[src/rtl/odsq_pkg.sv]
// Types, constants and lookup tables for the ordered-dither shade quantizer.
package odsq_pkg;

   localparam int PIX_W       = 8;
   localparam int POS_W       = 10;
   localparam int CFG_W       = 9;
   localparam int LEVEL_W     = 4;
   localparam int CHAR_W      = 7;
   localparam int FRAC_W      = 6;
   localparam int QUO_W       = 9;
   localparam int DITHER_W    = 3;
   localparam int CSR_INDEX_W = 2;
   localparam int PIPE_DEPTH  = 5;
   localparam int STEPS_PER_STAGE = 3;

   typedef logic [PIX_W-1:0]       pixel_type;
   typedef logic [POS_W-1:0]       pos_type;
   typedef logic [CFG_W-1:0]       cfg_type;
   typedef logic [LEVEL_W-1:0]     level_type;
   typedef logic [CHAR_W-1:0]      char_type;
   typedef logic [FRAC_W-1:0]      thr_type;
   typedef logic [QUO_W-1:0]       quo_type;
   typedef logic [CSR_INDEX_W-1:0] csr_index_type;

   localparam csr_index_type REG_BLACK_LEVEL = 2'd0;
   localparam csr_index_type REG_SHADE_RANGE = 2'd1;

   localparam cfg_type   BLACK_LEVEL_RESET = 9'd0;
   localparam cfg_type   SHADE_RANGE_RESET = 9'd256;
   localparam level_type BLANK_SHADE       = 4'd0;
   localparam level_type TOP_SHADE         = 4'd8;

   // 8x8 Bayer thresholds, indexed by {row[2:0], column[2:0]}
   localparam thr_type BAYER [64] = '{
      6'd0,  6'd32, 6'd8,  6'd40, 6'd2,  6'd34, 6'd10, 6'd42,
      6'd48, 6'd16, 6'd56, 6'd24, 6'd50, 6'd18, 6'd58, 6'd26,
      6'd12, 6'd44, 6'd4,  6'd36, 6'd14, 6'd46, 6'd6,  6'd38,
      6'd60, 6'd28, 6'd52, 6'd20, 6'd62, 6'd30, 6'd54, 6'd22,
      6'd3,  6'd35, 6'd11, 6'd43, 6'd1,  6'd33, 6'd9,  6'd41,
      6'd51, 6'd19, 6'd59, 6'd27, 6'd49, 6'd17, 6'd57, 6'd25,
      6'd15, 6'd47, 6'd7,  6'd39, 6'd13, 6'd45, 6'd5,  6'd37,
      6'd63, 6'd31, 6'd55, 6'd23, 6'd61, 6'd29, 6'd53, 6'd21
   };

   // ASCII ramp " .,:;!#$@"
   function automatic char_type ramp_char(input level_type lvl);
      char_type c;
      unique case (lvl)
         4'd0:    c = 7'd32;
         4'd1:    c = 7'd46;
         4'd2:    c = 7'd44;
         4'd3:    c = 7'd58;
         4'd4:    c = 7'd59;
         4'd5:    c = 7'd33;
         4'd6:    c = 7'd35;
         4'd7:    c = 7'd36;
         4'd8:    c = 7'd64;
         default: c = 7'd32;
      endcase
      return c;
   endfunction

endpackage

[src/rtl/odsq_channels.sv]
// Handshake channel interfaces: pixel request, shade response, register write.
interface odsq_req_if;
   import odsq_pkg::*;
   logic      valid;
   logic      ready;
   pixel_type pixel_value;
   pos_type   column;
   pos_type   row;
   modport source (output valid, pixel_value, column, row, input ready);
   modport sink   (input valid, pixel_value, column, row, output ready);
endinterface

interface odsq_rsp_if;
   import odsq_pkg::*;
   logic      valid;
   logic      ready;
   level_type shade_level;
   char_type  shade_char;
   modport source (output valid, shade_level, shade_char, input ready);
   modport sink   (input valid, shade_level, shade_char, output ready);
endinterface

interface odsq_csr_if;
   import odsq_pkg::*;
   logic          valid;
   logic          ready;
   csr_index_type index;
   cfg_type       write_data;
   modport source (output valid, index, write_data, input ready);
   modport sink   (input valid, index, write_data, output ready);
endinterface

[src/rtl/ordered_dither_shade_quantizer.sv]
// Ordered-dither shade quantizer: maps a pixel to a 9-level shade and its ramp character.
// Five-stage pipeline taking one item per clock while rsp_chan is not stalled; an accepted
// item passes through stages 1 to 5 in order before its result appears on rsp_chan.
// Stage 1 subtracts the black level and classifies the
// item as blank, full or in range; stages 2 to 4 form diff*512/shade_range with a restoring
// divider, three quotient bits per stage; stage 5 applies the 8x8 Bayer threshold and looks
// up the character, and is the output register. Each stage holds its item only while the
// one after it is full and stalled, so a stalled output still lets earlier empty stages
// fill. Registers are written through csr_chan (index 0 black_level, 1 shade_range; other
// indexes are ignored) and must only be changed while no item is in flight.
module ordered_dither_shade_quantizer (
   input logic         clock,
   input logic         reset,
   odsq_req_if.sink    req_chan,
   odsq_rsp_if.source  rsp_chan,
   odsq_csr_if.sink    csr_chan
);
   import odsq_pkg::*;

   // configuration registers
   cfg_type black_level_ff;
   cfg_type shade_range_ff;

   // per-stage state, stage 1 to PIPE_DEPTH
   logic    valid_ff [1:PIPE_DEPTH];
   logic    advance  [1:PIPE_DEPTH];
   logic    blank_ff [1:PIPE_DEPTH-1];
   logic    full_ff  [1:PIPE_DEPTH-1];
   thr_type thr_idx_ff [1:PIPE_DEPTH-1];
   cfg_type rem_ff   [1:PIPE_DEPTH-1];
   quo_type quo_ff   [1:PIPE_DEPTH-1];
   cfg_type rem_in   [2:PIPE_DEPTH-1];
   quo_type quo_in   [2:PIPE_DEPTH-1];

   level_type level_ff;
   char_type  char_ff;

   // stage 1 inputs
   logic    blank_in;
   logic    full_in;
   cfg_type diff_in;

   // stage 5 inputs
   logic      bump;
   level_type level_in;

   assign csr_chan.ready = 1'b1;

   always_ff @(posedge clock) begin
      if (reset) begin
         black_level_ff <= BLACK_LEVEL_RESET;
         shade_range_ff <= SHADE_RANGE_RESET;
      end else if (csr_chan.valid) begin
         unique case (csr_chan.index)
            REG_BLACK_LEVEL: black_level_ff <= csr_chan.write_data;
            REG_SHADE_RANGE: shade_range_ff <= csr_chan.write_data;
            default: ;
         endcase
      end
   end

   // a stage may load when empty or when its item moves on this cycle
   always_comb begin
      advance[PIPE_DEPTH] = !valid_ff[PIPE_DEPTH] || rsp_chan.ready;
      for (int k = PIPE_DEPTH - 1; k >= 1; k--) begin
         advance[k] = !valid_ff[k] || advance[k+1];
      end
   end

   assign req_chan.ready = advance[1];

   always_ff @(posedge clock) begin
      if (reset) begin
         for (int k = 1; k <= PIPE_DEPTH; k++) begin
            valid_ff[k] <= 1'b0;
         end
      end else begin
         if (advance[1]) begin
            valid_ff[1] <= req_chan.valid;
         end
         for (int k = 2; k <= PIPE_DEPTH; k++) begin
            if (advance[k]) begin
               valid_ff[k] <= valid_ff[k-1];
            end
         end
      end
   end

   // stage 1: black level and range classification
   always_comb begin
      blank_in = {1'b0, req_chan.pixel_value} <= black_level_ff;
      diff_in  = {1'b0, req_chan.pixel_value} - black_level_ff;
      full_in  = diff_in >= shade_range_ff;
   end

   // one restoring step per quotient bit; for an in-range item the remainder stays below shade_range
   function automatic void div_steps(input cfg_type rem_i, input quo_type quo_i,
                                     input cfg_type divisor,
                                     output cfg_type rem_o, output quo_type quo_o);
      logic [CFG_W:0] twice;
      cfg_type        r;
      quo_type        q;
      r = rem_i;
      q = quo_i;
      for (int s = 0; s < STEPS_PER_STAGE; s++) begin
         twice = {r, 1'b0};
         if (twice >= {1'b0, divisor}) begin
            twice = twice - {1'b0, divisor};
            q     = {q[QUO_W-2:0], 1'b1};
         end else begin
            q     = {q[QUO_W-2:0], 1'b0};
         end
         r = twice[CFG_W-1:0];
      end
      rem_o = r;
      quo_o = q;
   endfunction

   always_comb begin
      for (int k = 2; k <= PIPE_DEPTH - 1; k++) begin
         div_steps(rem_ff[k-1], quo_ff[k-1], shade_range_ff, rem_in[k], quo_in[k]);
      end
   end

   always_ff @(posedge clock) begin
      if (advance[1]) begin
         blank_ff[1]   <= blank_in;
         full_ff[1]    <= full_in;
         rem_ff[1]     <= diff_in;
         quo_ff[1]     <= '0;
         thr_idx_ff[1] <= {req_chan.row[DITHER_W-1:0], req_chan.column[DITHER_W-1:0]};
      end
      for (int k = 2; k <= PIPE_DEPTH - 1; k++) begin
         if (advance[k]) begin
            blank_ff[k]   <= blank_ff[k-1];
            full_ff[k]    <= full_ff[k-1];
            rem_ff[k]     <= rem_in[k];
            quo_ff[k]     <= quo_in[k];
            thr_idx_ff[k] <= thr_idx_ff[k-1];
         end
      end
   end

   // stage 5: dither against the Bayer threshold and pick the character
   always_comb begin
      bump = quo_ff[PIPE_DEPTH-1][FRAC_W-1:0] > BAYER[thr_idx_ff[PIPE_DEPTH-1]];
      priority if (blank_ff[PIPE_DEPTH-1]) begin
         level_in = BLANK_SHADE;
      end else if (full_ff[PIPE_DEPTH-1]) begin
         level_in = TOP_SHADE;
      end else begin
         level_in = {1'b0, quo_ff[PIPE_DEPTH-1][QUO_W-1:FRAC_W]} + {3'b000, bump};
      end
   end

   always_ff @(posedge clock) begin
      if (advance[PIPE_DEPTH]) begin
         level_ff <= level_in;
         char_ff  <= ramp_char(level_in);
      end
   end

   assign rsp_chan.valid       = valid_ff[PIPE_DEPTH];
   assign rsp_chan.shade_level = level_ff;
   assign rsp_chan.shade_char  = char_ff;

endmodule

[src/flat_wrapper.sv]
// flat-port wrapper written by rule: the top's interface ports become plain ports
module ordered_dither_shade_quantizer_flat import odsq_pkg::*;
  (clock, reset, req_chan_valid, req_chan_pixel_value, req_chan_column, req_chan_row, req_chan_ready, rsp_chan_valid, rsp_chan_shade_level, rsp_chan_shade_char, rsp_chan_ready, csr_chan_valid, csr_chan_index, csr_chan_write_data, csr_chan_ready);
  odsq_req_if req_chan_i ();
  odsq_rsp_if rsp_chan_i ();
  odsq_csr_if csr_chan_i ();
  input logic clock;
  input logic reset;
  input wire logic [$bits(req_chan_i.valid)-1:0] req_chan_valid;
  input wire logic [$bits(req_chan_i.pixel_value)-1:0] req_chan_pixel_value;
  input wire logic [$bits(req_chan_i.column)-1:0] req_chan_column;
  input wire logic [$bits(req_chan_i.row)-1:0] req_chan_row;
  output wire logic [$bits(req_chan_i.ready)-1:0] req_chan_ready;
  output wire logic [$bits(rsp_chan_i.valid)-1:0] rsp_chan_valid;
  output wire logic [$bits(rsp_chan_i.shade_level)-1:0] rsp_chan_shade_level;
  output wire logic [$bits(rsp_chan_i.shade_char)-1:0] rsp_chan_shade_char;
  input wire logic [$bits(rsp_chan_i.ready)-1:0] rsp_chan_ready;
  input wire logic [$bits(csr_chan_i.valid)-1:0] csr_chan_valid;
  input wire logic [$bits(csr_chan_i.index)-1:0] csr_chan_index;
  input wire logic [$bits(csr_chan_i.write_data)-1:0] csr_chan_write_data;
  output wire logic [$bits(csr_chan_i.ready)-1:0] csr_chan_ready;
  assign req_chan_i.valid = req_chan_valid;
  assign req_chan_i.pixel_value = req_chan_pixel_value;
  assign req_chan_i.column = req_chan_column;
  assign req_chan_i.row = req_chan_row;
  assign req_chan_ready = req_chan_i.ready;
  assign rsp_chan_valid = rsp_chan_i.valid;
  assign rsp_chan_shade_level = rsp_chan_i.shade_level;
  assign rsp_chan_shade_char = rsp_chan_i.shade_char;
  assign rsp_chan_i.ready = rsp_chan_ready;
  assign csr_chan_i.valid = csr_chan_valid;
  assign csr_chan_i.index = csr_chan_index;
  assign csr_chan_i.write_data = csr_chan_write_data;
  assign csr_chan_ready = csr_chan_i.ready;
  ordered_dither_shade_quantizer u_core (.clock(clock), .reset(reset), .req_chan(req_chan_i), .rsp_chan(rsp_chan_i), .csr_chan(csr_chan_i));
endmodule
[config.mk]
export PLATFORM = sky130hd
export DESIGN_NAME = ordered_dither_shade_quantizer_flat
export DESIGN_NICKNAME = d
export VERILOG_FILES = /design/src/rtl/odsq_pkg.sv /design/src/rtl/odsq_channels.sv /design/src/rtl/ordered_dither_shade_quantizer.sv /design/src/flat_wrapper.sv
export SDC_FILE = /design/constraint.sdc
export NUM_CORES = 1
export LEC_CHECK = 0
export BUFFER_PORTS_ARGS = -buffer_cell sky130_fd_sc_hd__clkbuf_2
export CORE_MARGIN = 2
export CORE_UTILIZATION = 55
export CTS_CLUSTER_DIAMETER = 200
export CTS_CLUSTER_SIZE = 16
export DETAILED_ROUTE_END_ITERATION = 12
export GPL_TIMING_DRIVEN = 0
export PLACE_DENSITY_LB_ADDON = 0.15
export SLEW_MARGIN = 30
export SYNTH_ARGS = -nofsm -noshare
export SYNTH_HDL_FRONTEND = slang
export SYNTH_SLANG_ARGS = --single-unit
[constraint.sdc]
create_clock -name clock -period 7.5 [get_ports clock]
set_input_delay 0.75 -clock clock [delete_from_list [all_inputs] [get_ports clock]]
set_output_delay 0.75 -clock clock [all_outputs]
set_load 0.1 [all_outputs]
==> impl_metrics.json <==
{
  "crit_required_ns": 7.61,
  "drt-total-wl_mm": 18.8,
  "synthSimpleGateAreaFrac_pct": 13.3,
  "cts_tree": "built",
  "tns_ns": 0,
  "finalHoldViolCount": 0,
  "cts.clk_slew.worst_paths_ns": 0.07,
  "nNetsFinal": 1029,
  "vias_per_cell": 5.99,
  "drtPass1Iterations": 5,
  "status": "finished, final reports clean",
  "grt_pass1_vias": 6184,
  "gp_congestion": 0.916,
  "crit_arrival_ns": 7.21,
  "die-area_um2": 16200,
  "synthAdderAreaFrac_pct": 16.4,
  "fp.dieH_um": 127,
  "cts_max_level": 3,
  "ctsHoldBuffers": 0,
  "cp-end-kind": "flip-flop",
  "ys_async_sr_fraction_pct": 0,
  "slew_headroom_pct": 43.2,
  "crit_path_start_kind": "flip-flop",
  "vias": 6418,
  "synthXorXnorAreaFrac_pct": 5.56,
  "core_area_um2": 15000,
  "grt_overflow_total": 0,
  "grt_max_degree": 24,
  "drc": 0,
  "syn_inst": 821,
  "whs_ns": 0.421,
  "clk_latency_ns": 0.36,
  "fin_crit_ns": 7.10,
  "grt_antenna_before_repair": 0,
  "ys_seq_area_share_pct": 37.8,
  "hold_path_class": "reg -> reg",
  "drive_above_1_share_pct": 15.4,
  "place_inst": 1051,
  "slew_violations": 0,
  "cts.path.max_buffers": 2,
  "finClkSkew_ns": 0.0116,
  "port_buffers": 42,
  "worst-path-max-fanout": 14,
  "maxCapViolCount": 0,
  "grt_pass1_wl_mm": 29.9,
  "rows": 45,
  "cts_buffers": 9,
  "finalNonFillerCells": 1071,
  "wire_per_inst_um": 17.5,
  "initial_core_util_pct": 55.5,
  "synth_top_family_by_area": "compound AO/OA/AOI/OAI gates",
  "hpwl_mm": 14.2,
  "syn_area_per_cell_um2": 10.2,
  "rsz0062_at_grt": "no",
  "fillers": 1240,
  "netlist.top_cell.by_area": "edfxtp_1",
  "synth_top_cell_area_share_pct": 33.5,
  "synth_cell_types": 68,
  "synth_area_um2": 8350,
  "utilization_pct": 61.0,
  "grt_usage_pct": 23.4,
  "syn_to_final_growth_pct": 9.87,
  "worst_pin_slew_ns": 0.850,
  "yosysWarnings": 0,
  "chipWidth_um": 127,
  "synth-edff-count": 93,
  "synth_compound_area_share_pct": 17.0,
  "n_antenna_cell": 0,
  "critical_path_class": "reg -> reg",
  "max_freq_ghz": 0.141,
  "ys_seq_elements": 111,
  "synth_area_leaders": "edfxtp_1 (33%), ha_1 (15%), mux2_2 (5.4%), dfxtp_1 (4.3%), a21oi_1 (3.5%)",
  "period_share_pct": 94.7,
  "dominantRegCellSynth": "edfxtp_1",
  "cts-root-buf": "clkbuf_16",
  "setup_violations": 0,
  "ioPinCount": 58,
  "clock-sinks": 111,
  "drt_iter0_markers": 374,
  "antenna_left": 0,
  "syn_nets": 972,
  "synth.area.mux_share_pct": 6.84
}
-- metal layers --
layer | vias to the layer above | track usage [%] | share of wire [%] | routed length [um]
met1 | 3088 | 30.6 | 46 | 8700
met5 | - | 0 | 0 | 0
met4 | 0 | 8.40 | 2.4 | 445
li1 | 3146 | - | - | -
met2 | 149 | 39.5 | 48 | 9000
met3 | 35 | 3.89 | 3.4 | 647
-- stage by stage --
stage	cell area [um^2]	setup WS, ns
after floorplan	8350	1.02
after global placement	8790	-0.442
after detailed placement	8800	-0.525
after CTS	9140	0.0526
after global routing	9170	0.0330
final	9170	0.401
-- synth_stat cells, types with 12 or more instances --
cell and instances:
mux2_2 40, xor2_1 22, dfxtp_1 18, inv_1 49, o21ai_0 42, nand2_1 45
o21a_1 16, mux2i_1 12, nor2b_1 18, nor3_1 14, xnor2_1 31, a21oi_1 59
ha_1 103, edfxtp_1 93, nor2_1 76, a21o_1 17
-- worst max-delay path, cell delays in order (launching register included) --
cell	delay [ns]
dfxtp_2	0.45
clkbuf_4	0.27
clkbuf_4	0.24
inv_1	0.09
clkbuf_2	0.27
fa_1	0.53
a211oi_2	0.27
o211ai_1	0.18
a21bo_1	0.19
buf_2	0.20
mux2_2	0.34
ha_1	0.33
and3_1	0.22
a22o_1	0.26
a2111oi_4	0.35
o31ai_1	0.23
buf_2	0.25
mux2_2	0.30
ha_1	0.36
o2111ai_1	0.13
a21boi_0	0.28
o21ai_0	0.17
a211o_2	0.39
nand3_4	0.15
mux2_2	0.37
-- layout make-up --
type | count | area (um^2) | share of cell area, %
clock buffer | 9 | 225 | 2.46
multi-input combinational | 648 | 4970 | 54.2
tap | 188 | 235 | 2.57
buffer | 13 | 73.8 | 0.805
timing repair buffer | 46 | 253 | 2.76
inverter | 49 | 184 | 2.01
sequential | 111 | 3150 | 34.4
clock inverter | 7 | 77.6 | 0.846
-- cell families after synthesis --
| family | count (synthesis) |
|---|---|
| buffers and inverters | 62 |
| AO/OA/AOI/OAI | 210 |
| flip-flops | 111 |
| AND/OR/NAND/NOR | 225 |
| other | 1 |
| multiplexers | 52 |
| adder cells (fa/ha/maj) | 107 |
| XOR/XNOR | 53 |
-- state kept, by name, summed over array words and instances, names as in the netlist --
name / cells
u_core.quo_ff: 18
u_core.rem_ff: 27
u_core.full_ff: 4
u_core.rsp_chan.shade_char: 7
u_core.shade_range_ff: 9
u_core.valid_ff: 5
u_core.black_level_ff: 9
u_core.thr_idx_ff: 24
u_core.rsp_chan.shade_level: 4
u_core.blank_ff: 4
-- path summary, 6_finish.rpt --
check	start	cells past startpoint	slack, ns	endpoint
setup / recovery	u_core.shade_range_ff[0]	24	0.40	u_core.rem_ff[0][34]
hold / removal	u_core.thr_idx_ff[0][7]	0	0.42	u_core.thr_idx_ff[0][13]
setup reg to reg	u_core.shade_range_ff[0]	24	0.40	u_core.rem_ff[0][34]
hold reg to reg	u_core.thr_idx_ff[0][7]	0	0.42	u_core.thr_idx_ff[0][13]
-- repair_timing --
item | CTS | global route
setup buffers | 3 | 1
resized for setup | 3 | 8
pin swaps | 1 | 1
endpoints found under the setup margin | 19 | 20
-- placed cells by master, fill, tap and decap left out, types with 6 or more instances in the layout --
cell       netlist  final
ha_1           103    103
edfxtp_1        93     93
nor2_1          76     76
a21oi_1         59     59
inv_1           49     48
nand2_1         45     45
clkbuf_2         0     43
o21ai_0         42     41
mux2_2          40     40
xnor2_1         31     31
xor2_1          22     22
nor2b_1         18     18
a21o_1          17     17
dfxtp_1         18     17
o21a_1          16     16
nor3_1          14     14
mux2i_1         12     12
nand4_1         10     10
nand2b_1        10     10
a21boi_0        10     10
clkbuf_16        0      9
and2_1           7      7
nand3_1          8      7
a211oi_1         8      7
o211ai_1         7      7
and3_1           7      7
o31ai_1          6      6
or2_2            6      6
a31oi_1          6      6
o21bai_1         6      6
Power is left out: the tool's default activity adds up to more than one toggle a clock period on the data nets, which glitch-free logic cannot reach.
